--- config.mk ---
export PLATFORM = sky130hd
export DESIGN_NAME = software_breakpoint_table
export DESIGN_NICKNAME = d
export VERILOG_FILES = /design/src/rtl/sbt_pkg.sv /design/src/rtl/sbt_cell.sv /design/src/rtl/sbt_chain.sv /design/src/rtl/software_breakpoint_table.sv
export SDC_FILE = /design/constraint.sdc
export NUM_CORES = 1
export LEC_CHECK = 0
export ABC_AREA = 1
export BUFFER_PORTS_ARGS = -buffer_cell sky130_fd_sc_hd__buf_2
export CAP_MARGIN = 20
export CORE_UTILIZATION = 46
export DETAILED_ROUTE_END_ITERATION = 10
export PLACE_DENSITY = 0.68
export SLEW_MARGIN = 20
export SYNTH_ARGS = -nofsm -noshare
export SYNTH_HDL_FRONTEND = slang
export SYNTH_SLANG_ARGS = --single-unit
--- constraint.sdc ---
create_clock -name aclk -period 31 [get_ports aclk]
set_input_delay 3.1 -clock aclk [delete_from_list [all_inputs] [get_ports aclk]]
set_output_delay 3.1 -clock aclk [all_outputs]
set_load 0.02 [all_outputs]
--- src/rtl/sbt_pkg.sv ---
// Shared constants, commands, status codes and types of the breakpoint table.
`default_nettype none
package sbt_pkg;

    // Table size and derived widths
    localparam int BREAKPOINT_SLOTS = 32;
    localparam int IDX_W  = (BREAKPOINT_SLOTS > 1) ? $clog2(BREAKPOINT_SLOTS) : 1;
    localparam int CNT_W  = $clog2(BREAKPOINT_SLOTS + 1);

    // Field widths
    localparam int CMD_W  = 2;
    localparam int ADDR_W = 20;
    localparam int OPC_W  = 8;
    localparam int STAT_W = 3;
    localparam int SLOT_W = 5;

    // Stream data widths, padded to whole bytes
    localparam int IN_W   = 32;
    localparam int OUT_W  = 40;

    // Commands
    localparam logic [CMD_W-1:0] CMD_SET    = 2'd0;
    localparam logic [CMD_W-1:0] CMD_ARM    = 2'd1;
    localparam logic [CMD_W-1:0] CMD_DISARM = 2'd2;

    // Result status codes
    localparam logic [STAT_W-1:0] ST_SET_OK = 3'd0;
    localparam logic [STAT_W-1:0] ST_DUP    = 3'd1;
    localparam logic [STAT_W-1:0] ST_FULL   = 3'd2;
    localparam logic [STAT_W-1:0] ST_PATCH  = 3'd3;
    localparam logic [STAT_W-1:0] ST_EMPTY  = 3'd4;

    // Breakpoint opcode written on arm
    localparam logic [OPC_W-1:0] TRAP_OPCODE = 8'hCC;

    // One table slot
    typedef struct packed {
        logic [ADDR_W-1:0] address;
        logic [OPC_W-1:0]  opcode;
    } entry_t;

    // Control of the slot ring
    typedef struct packed {
        logic   shift;
        logic   load;
        entry_t load_entry;
    } chain_ctrl_t;

endpackage
`default_nettype wire

--- src/rtl/sbt_cell.sv ---
// One slot cell of the ring: holds an entry and takes its neighbour's on a shift.
`default_nettype none
module sbt_cell (
    input  wire logic            aclk,
    input  wire logic            shift_en,
    input  wire sbt_pkg::entry_t shift_in,
    output sbt_pkg::entry_t      entry_q
);
    import sbt_pkg::*;

    entry_t entry_reg;

    // Take the neighbour's entry on a shift, otherwise hold
    always_ff @(posedge aclk) begin
        if (shift_en) begin
            entry_reg <= shift_in;
        end
    end

    assign entry_q = entry_reg;

endmodule
`default_nettype wire

--- src/rtl/sbt_chain.sv ---
// Ring of slot cells; the head cell presents slot k at scan step k.
`default_nettype none
module sbt_chain (
    input  wire logic                 aclk,
    input  wire sbt_pkg::chain_ctrl_t ctrl,
    output sbt_pkg::entry_t           head
);
    import sbt_pkg::*;

    entry_t cell_q [BREAKPOINT_SLOTS];
    entry_t cell_d [BREAKPOINT_SLOTS];

    genvar i;
    generate
        for (i = 0; i < BREAKPOINT_SLOTS; i++) begin : g_cell
            // Tail takes the head back, or a new entry on a set
            if (i == BREAKPOINT_SLOTS - 1) begin : g_tail
                assign cell_d[i] = ctrl.load ? ctrl.load_entry : cell_q[0];
            end else begin : g_body
                assign cell_d[i] = cell_q[i+1];
            end

            sbt_cell u_cell (
                .aclk     (aclk),
                .shift_en (ctrl.shift),
                .shift_in (cell_d[i]),
                .entry_q  (cell_q[i])
            );
        end
    endgenerate

    assign head = cell_q[0];

endmodule
`default_nettype wire

--- src/rtl/software_breakpoint_table.sv ---
// Top level of the breakpoint table: command control, slot ring and result register.
//
//  Channel | Direction | Handshake        | Contents
//  s_      | in        | tvalid / tready  | command, linear_address, original_byte
//  m_      | out       | tvalid / tready  | status, patch_address, patch_byte,
//          |           |                  | slot_index, hit; tlast = last
//
// Every command but the unused code is taken in one transfer and then runs one ring
// rotation per slot, pausing while the result side stalls, so that the ring is back in
// slot order at the end.
// Each cycle that would emit a result waits while the result register is full.
// Reset clears the fill count, so the table comes up empty; slot contents are not reset.
// The next command is taken while the last result still waits in the output register.
`default_nettype none
module software_breakpoint_table (
    input  wire logic                      aclk,
    input  wire logic                      aresetn,
    input  wire logic                      s_tvalid,
    output logic                           s_tready,
    // [1:0] command, [21:2] linear_address, [29:22] original_byte
    input  wire logic [sbt_pkg::IN_W-1:0]  s_tdata,
    output logic                           m_tvalid,
    input  wire logic                      m_tready,
    // [2:0] status, [22:3] patch_address, [30:23] patch_byte,
    // [35:31] slot_index, [36] hit
    output logic [sbt_pkg::OUT_W-1:0]      m_tdata,
    output logic                           m_tlast
);
    import sbt_pkg::*;

    typedef enum logic [1:0] {
        S_IDLE = 2'b01,
        S_SCAN = 2'b10
    } state_t;

    state_t state_reg, state_next;

    logic [CMD_W-1:0]  cmd_reg;
    logic [ADDR_W-1:0] key_reg;
    logic [OPC_W-1:0]  opcode_reg;
    logic [IDX_W-1:0]  step_reg;
    logic [CNT_W-1:0]  count_reg;
    logic              flag_reg;

    logic              m_tvalid_reg;
    logic [STAT_W-1:0] status_reg;
    logic [ADDR_W-1:0] paddr_reg;
    logic [OPC_W-1:0]  pbyte_reg;
    logic [SLOT_W-1:0] slot_reg;
    logic              hit_reg;
    logic              last_reg;

    chain_ctrl_t       ring_ctrl;
    entry_t            head;

    logic              accept;
    logic [CNT_W-1:0]  step_ext;
    logic [CNT_W-1:0]  step_plus;
    logic              last_step;
    logic              step_valid;
    logic              step_final;
    logic              table_full;
    logic              flag_now;
    logic              out_free;
    logic              emit;
    logic              adv;
    logic              is_set;
    logic              set_ok;

    logic [STAT_W-1:0] status_d;
    logic [ADDR_W-1:0] paddr_d;
    logic [OPC_W-1:0]  pbyte_d;
    logic [SLOT_W-1:0] slot_d;
    logic              hit_d;
    logic              last_d;

    // Slot ring
    sbt_chain u_chain (
        .aclk (aclk),
        .ctrl (ring_ctrl),
        .head (head)
    );

    // Scan bookkeeping
    assign accept     = s_tvalid && s_tready;
    assign step_ext   = CNT_W'(step_reg);
    assign step_plus  = step_ext + CNT_W'(1);
    assign last_step  = (step_reg == IDX_W'(BREAKPOINT_SLOTS - 1));
    assign step_valid = (step_ext < count_reg);
    assign step_final = (step_plus == count_reg);
    assign table_full = (count_reg == CNT_W'(BREAKPOINT_SLOTS));
    assign flag_now   = flag_reg || (step_valid && (head.address == key_reg));
    assign out_free   = !m_tvalid_reg || m_tready;
    assign is_set     = (cmd_reg == CMD_SET);
    assign set_ok     = !flag_now && !table_full;

    // Decide whether this step emits a result and build it
    always_comb begin
        emit     = 1'b0;
        status_d = ST_PATCH;
        paddr_d  = '0;
        pbyte_d  = '0;
        slot_d   = '0;
        hit_d    = 1'b0;
        last_d   = 1'b0;
        if (is_set) begin
            emit   = last_step;
            last_d = 1'b1;
            if (flag_now) begin
                status_d = ST_DUP;
            end else if (table_full) begin
                status_d = ST_FULL;
            end else begin
                status_d = ST_SET_OK;
                slot_d   = SLOT_W'(count_reg);
            end
        end else if (count_reg == '0) begin
            emit     = (step_reg == '0);
            status_d = ST_EMPTY;
            last_d   = 1'b1;
        end else begin
            emit     = step_valid;
            status_d = ST_PATCH;
            paddr_d  = head.address;
            pbyte_d  = (cmd_reg == CMD_DISARM) ? head.opcode : TRAP_OPCODE;
            slot_d   = SLOT_W'(step_reg);
            last_d   = step_final;
            hit_d    = (cmd_reg == CMD_DISARM) && step_final && flag_now;
        end
    end

    // Rotate one slot per cycle unless a result waits for room
    assign adv = (state_reg == S_SCAN) && (!emit || out_free);

    always_comb begin
        ring_ctrl.shift      = adv;
        ring_ctrl.load       = adv && is_set && (step_ext == count_reg);
        ring_ctrl.load_entry = '{address: key_reg, opcode: opcode_reg};
    end

    // Next state
    always_comb begin
        state_next = state_reg;
        unique case (state_reg)
            S_IDLE: begin
                if (accept && (s_tdata[1:0] == CMD_SET || s_tdata[1:0] == CMD_ARM ||
                               s_tdata[1:0] == CMD_DISARM)) begin
                    state_next = S_SCAN;
                end
            end
            S_SCAN: begin
                if (adv && last_step) begin
                    state_next = S_IDLE;
                end
            end
            default: state_next = S_IDLE;
        endcase
    end

    // Control registers
    always_ff @(posedge aclk) begin
        if (!aresetn) begin
            state_reg    <= S_IDLE;
            count_reg    <= '0;
            step_reg     <= '0;
            flag_reg     <= 1'b0;
            m_tvalid_reg <= 1'b0;
        end else begin
            state_reg <= state_next;
            if (accept) begin
                step_reg <= '0;
                flag_reg <= 1'b0;
            end else if (adv) begin
                step_reg <= last_step ? '0 : IDX_W'(step_reg + IDX_W'(1));
                flag_reg <= flag_now;
            end
            // Grow the table on a successful set
            if (adv && last_step && is_set && set_ok) begin
                count_reg <= step_plus - step_ext + count_reg;
            end
            // Load a result, or drop it once taken
            if (adv && emit) begin
                m_tvalid_reg <= 1'b1;
            end else if (m_tready) begin
                m_tvalid_reg <= 1'b0;
            end
        end
    end

    // Command and result payload
    always_ff @(posedge aclk) begin
        if (accept) begin
            cmd_reg    <= s_tdata[1:0];
            opcode_reg <= s_tdata[29:22];
            key_reg    <= (s_tdata[1:0] == CMD_DISARM) ?
                          ADDR_W'(s_tdata[21:2] - ADDR_W'(1)) : s_tdata[21:2];
        end
        if (adv && emit) begin
            status_reg <= status_d;
            paddr_reg  <= paddr_d;
            pbyte_reg  <= pbyte_d;
            slot_reg   <= slot_d;
            hit_reg    <= hit_d;
            last_reg   <= last_d;
        end
    end

    assign s_tready = (state_reg == S_IDLE);
    assign m_tvalid = m_tvalid_reg;
    assign m_tdata  = {3'b000, hit_reg, slot_reg, pbyte_reg, paddr_reg, status_reg};
    assign m_tlast  = last_reg;

endmodule
`default_nettype wire

==> flow_summary.toml <==
[outcome]
outcome = "completed"

[sta]
setup_viol = 0
maxSlewViolCount = 0
worstMarginPinSlew_ns = 1.195
clock.fmax_mhz = 137.9
setup_tns_ns = 0
finalCritPeriodShare_pct = 23.40
finalCriticalPeriod_ns = 7.253
slew_headroom_pct = 20.34
fin_skew_ns = 0.02052
rsz0062_at_grt = "false"
hold_viol_final = 0

[setup_path]
end_kind = "flop"
crit_chain = "buf_2 > nor2_1 > nand2_4 > nand2_4 > inv_8 > buf_4 > buf_4 > buf_6 > buf_4"
cp_num_buf_inv = 6
critPathMaxStageDelay_ns = 0.85
crit_path_top_delay_cell = "buf_4"
crit_family = "buffers and inverters"
worst-setup-path-type = "in2reg"
cp_max_fo = 135
cp-start-kind = "input pin"
crit_top_cell = "buf_4"
crit_required_ns = 31.25
crit_arrival_ns = 7.50

[cts]
post_cts_resized = 0
htree_levels = 3
worstSkewPairLatency_ns = 0.63
cts_sinks = 979
ctsHoldBuffers = 0
cts_buffers = 92
cts_setup_buffers = 0
clockBufferDepth = 3
clkTransAtPathRegs_ns = 0.07
cts_tree = "done"
cts-root-buf = "clkbuf_16"

[power]
p_sw_share_pct = 18.88
internal-power_mw = 2.139
power_switching_uw = 497.9
power.leakage_nw = 11.94
p_comb_share_pct = 1.1
power.density_nw_per_um2 = 72.72
finalPower_mw = 2.637
seqPwrFrac_pct = 55.5
clkPwrFrac_pct = 43.4
irDropWorstVdd_uv = 41.69

[layout]
nets = 1635
multiInputGateArea_sq_um = 2014
largest_reg_flops = 896
layout-drive-gt1-share_pct = 16.72
fill_cells = 5049
layout.cells.non_filler = 2539
finalInstanceArea_sq_um = 36260
area_growth_pct = 14.46
regArea_sq_um = 29250

[detailed_routing]
vias = 12480
firstDrtPassIters = 5
drc = 0
dr.first_iter.drc_count = 1249
drt-total-wl_um = 46610
ant_nets = 0
vias_per_cell = 4.913
wl_per_cell_um = 18.36

[logic_synthesis]
ys_types = 36
netlist_instances = 1422
yosysTopAreaCell = "edfxtp_1"
synth.most_common_cell = "edfxtp_1"
synth_edf_count = 964
async_reset_ff_share_pct = 0
syn_avg_cell_area_sq_um = 22.28
synth_top_cell_area_share_pct = 91.36
synth-seq-area-share_pct = 92.31
syn_area_sq_um = 31680
yosysWarningCount = 0
synth_area_leaders = "edfxtp_1, nor2_1, inv_1, dfxtp_1, xnor2_1"
ys_ff_latch = 979
ys.flop_type = "edfxtp_1"
yosys-top-cells-count = "edfxtp_1, nor2_1, inv_1"

[place]
place.gp.congestion = 0.7986
io_buffers = 73
dpl_cell_area_sq_um = 33130
dpl.hpwl_um = 24680
dp.cells = 2364

[floorplanning]
start_util_pct = 46.85
die_area_sq_um = 69930
core_area_sq_um = 67630
chipWidth_um = 264.4
ios = 79
die_height_um = 264.4
rows = 95

[global_routing]
grt_pass1_wl_um = 71590
grt_util_all_layers_pct = 13.51
antenna_found_initial = 10
grt_overflow = 0
grt_max_degree = 210
first_global_vias = 12130

[worst_hold_path]
hp-class = "reg2reg"

[run]
max_cap_viol_count = 0
==> path summary, 6_finish.rpt <==
check	startpoint	end	slack, ns	cells past startpoint
setup / recovery	m_tready	u_chain.g_cell[21].u_cell.entry_q[20]	23.75	9
hold / removal	u_chain.g_cell[8].u_cell.entry_q[16]	u_chain.g_cell[7].u_cell.entry_q[16]	0.40	0
setup reg to reg	count_reg[4]	u_chain.g_cell[21].u_cell.entry_q[20]	24.72	13
hold reg to reg	u_chain.g_cell[8].u_cell.entry_q[16]	u_chain.g_cell[7].u_cell.entry_q[16]	0.40	0
==> area by class of cell <==
| type | count | area share [%] |
|---|---|---|
| clock buffers | 105 | 6.600 |
| repair buffers | 82 | 1.239 |
| flip-flops and latches | 979 | 80.65 |
| multi-input cells | 344 | 5.555 |
| inverters | 86 | 0.9143 |
| clock inverters | 67 | 2.008 |
| diodes | 3 | 0.02070 |
| well taps | 873 | 3.012 |
==> worst register-to-register path: cells and delay by family, from the launching register on <==
kind          cells  cell delay [ns]
flops             1             0.40
simple gates      7             1.38
buf+inv           6             4.10
==> kinds of logic (layout without fill, tap and decap cells) <==
kind of cell / count (synthesis) / after routing / synth area share (%)
AO/OA/AOI/OAI: 64 / 64 / 1.426
other: 1 / 6 / 0.01184
AND/OR/NAND/NOR: 217 / 217 / 3.009
flip-flops: 979 / 979 / 92.31
adder cells (fa/ha/maj): 14 / 14 / 0.5766
buffers and inverters: 101 / 340 / 1.394
XOR/XNOR: 46 / 46 / 1.272
==> placed cells by master, fill, tap and decap left out, types with 11 or more instances in the layout <==
master / count
a21oi_1: 11
a21oi_2: 28
buf_2: 73
bufinv_16: 14
clkbuf_1: 11
clkbuf_16: 94
clkinv_1: 21
clkinv_2: 18
dfxtp_1: 15
edfxtp_1: 964
ha_1: 13
inv_1: 82
nand2_1: 68
nand3_1: 14
nor2_1: 91
nor2_2: 15
o21ai_0: 11
xnor2_1: 30
xor2_1: 16
==> per-stage QoR <==
stage / hold slack [ns] / setup WS [ns] / utilization (%)
2_1_floorplan: 0.4003 / 16.50 / -
3_3_place_gp: 0.4006 / 22.95 / 48.99
3_5_place_dp: 0.4045 / 22.68 / 48.99
4_1_cts: 0.4008 / 23.38 / 53.60
5_1_grt: 0.4091 / 23.39 / 53.62
6_report: 0.4008 / 23.75 / 53.62
==> power by group through the flow <==
stage / logic [mW] / registers, mW / clock network (mW)
floorplan: 0.0174 / 1.50 / 0
global placement: 0.0280 / 1.49 / 0
detailed placement: 0.0290 / 1.49 / 0
CTS: 0.0291 / 1.46 / 1.18
global route: 0.0315 / 1.46 / 1.23
finish: 0.0284 / 1.46 / 1.15
==> metal layers <==
metal  vias up  GRT usage (%)  part of all wire [%]
met5         -              0                  0.15
met1      6338          21.23                    50
met2       298          18.21                    42
met4        10          4.463                   2.3
li1       5730              -                     -
met3        99          3.623                   5.9
(Power assumes the default switching activity.)
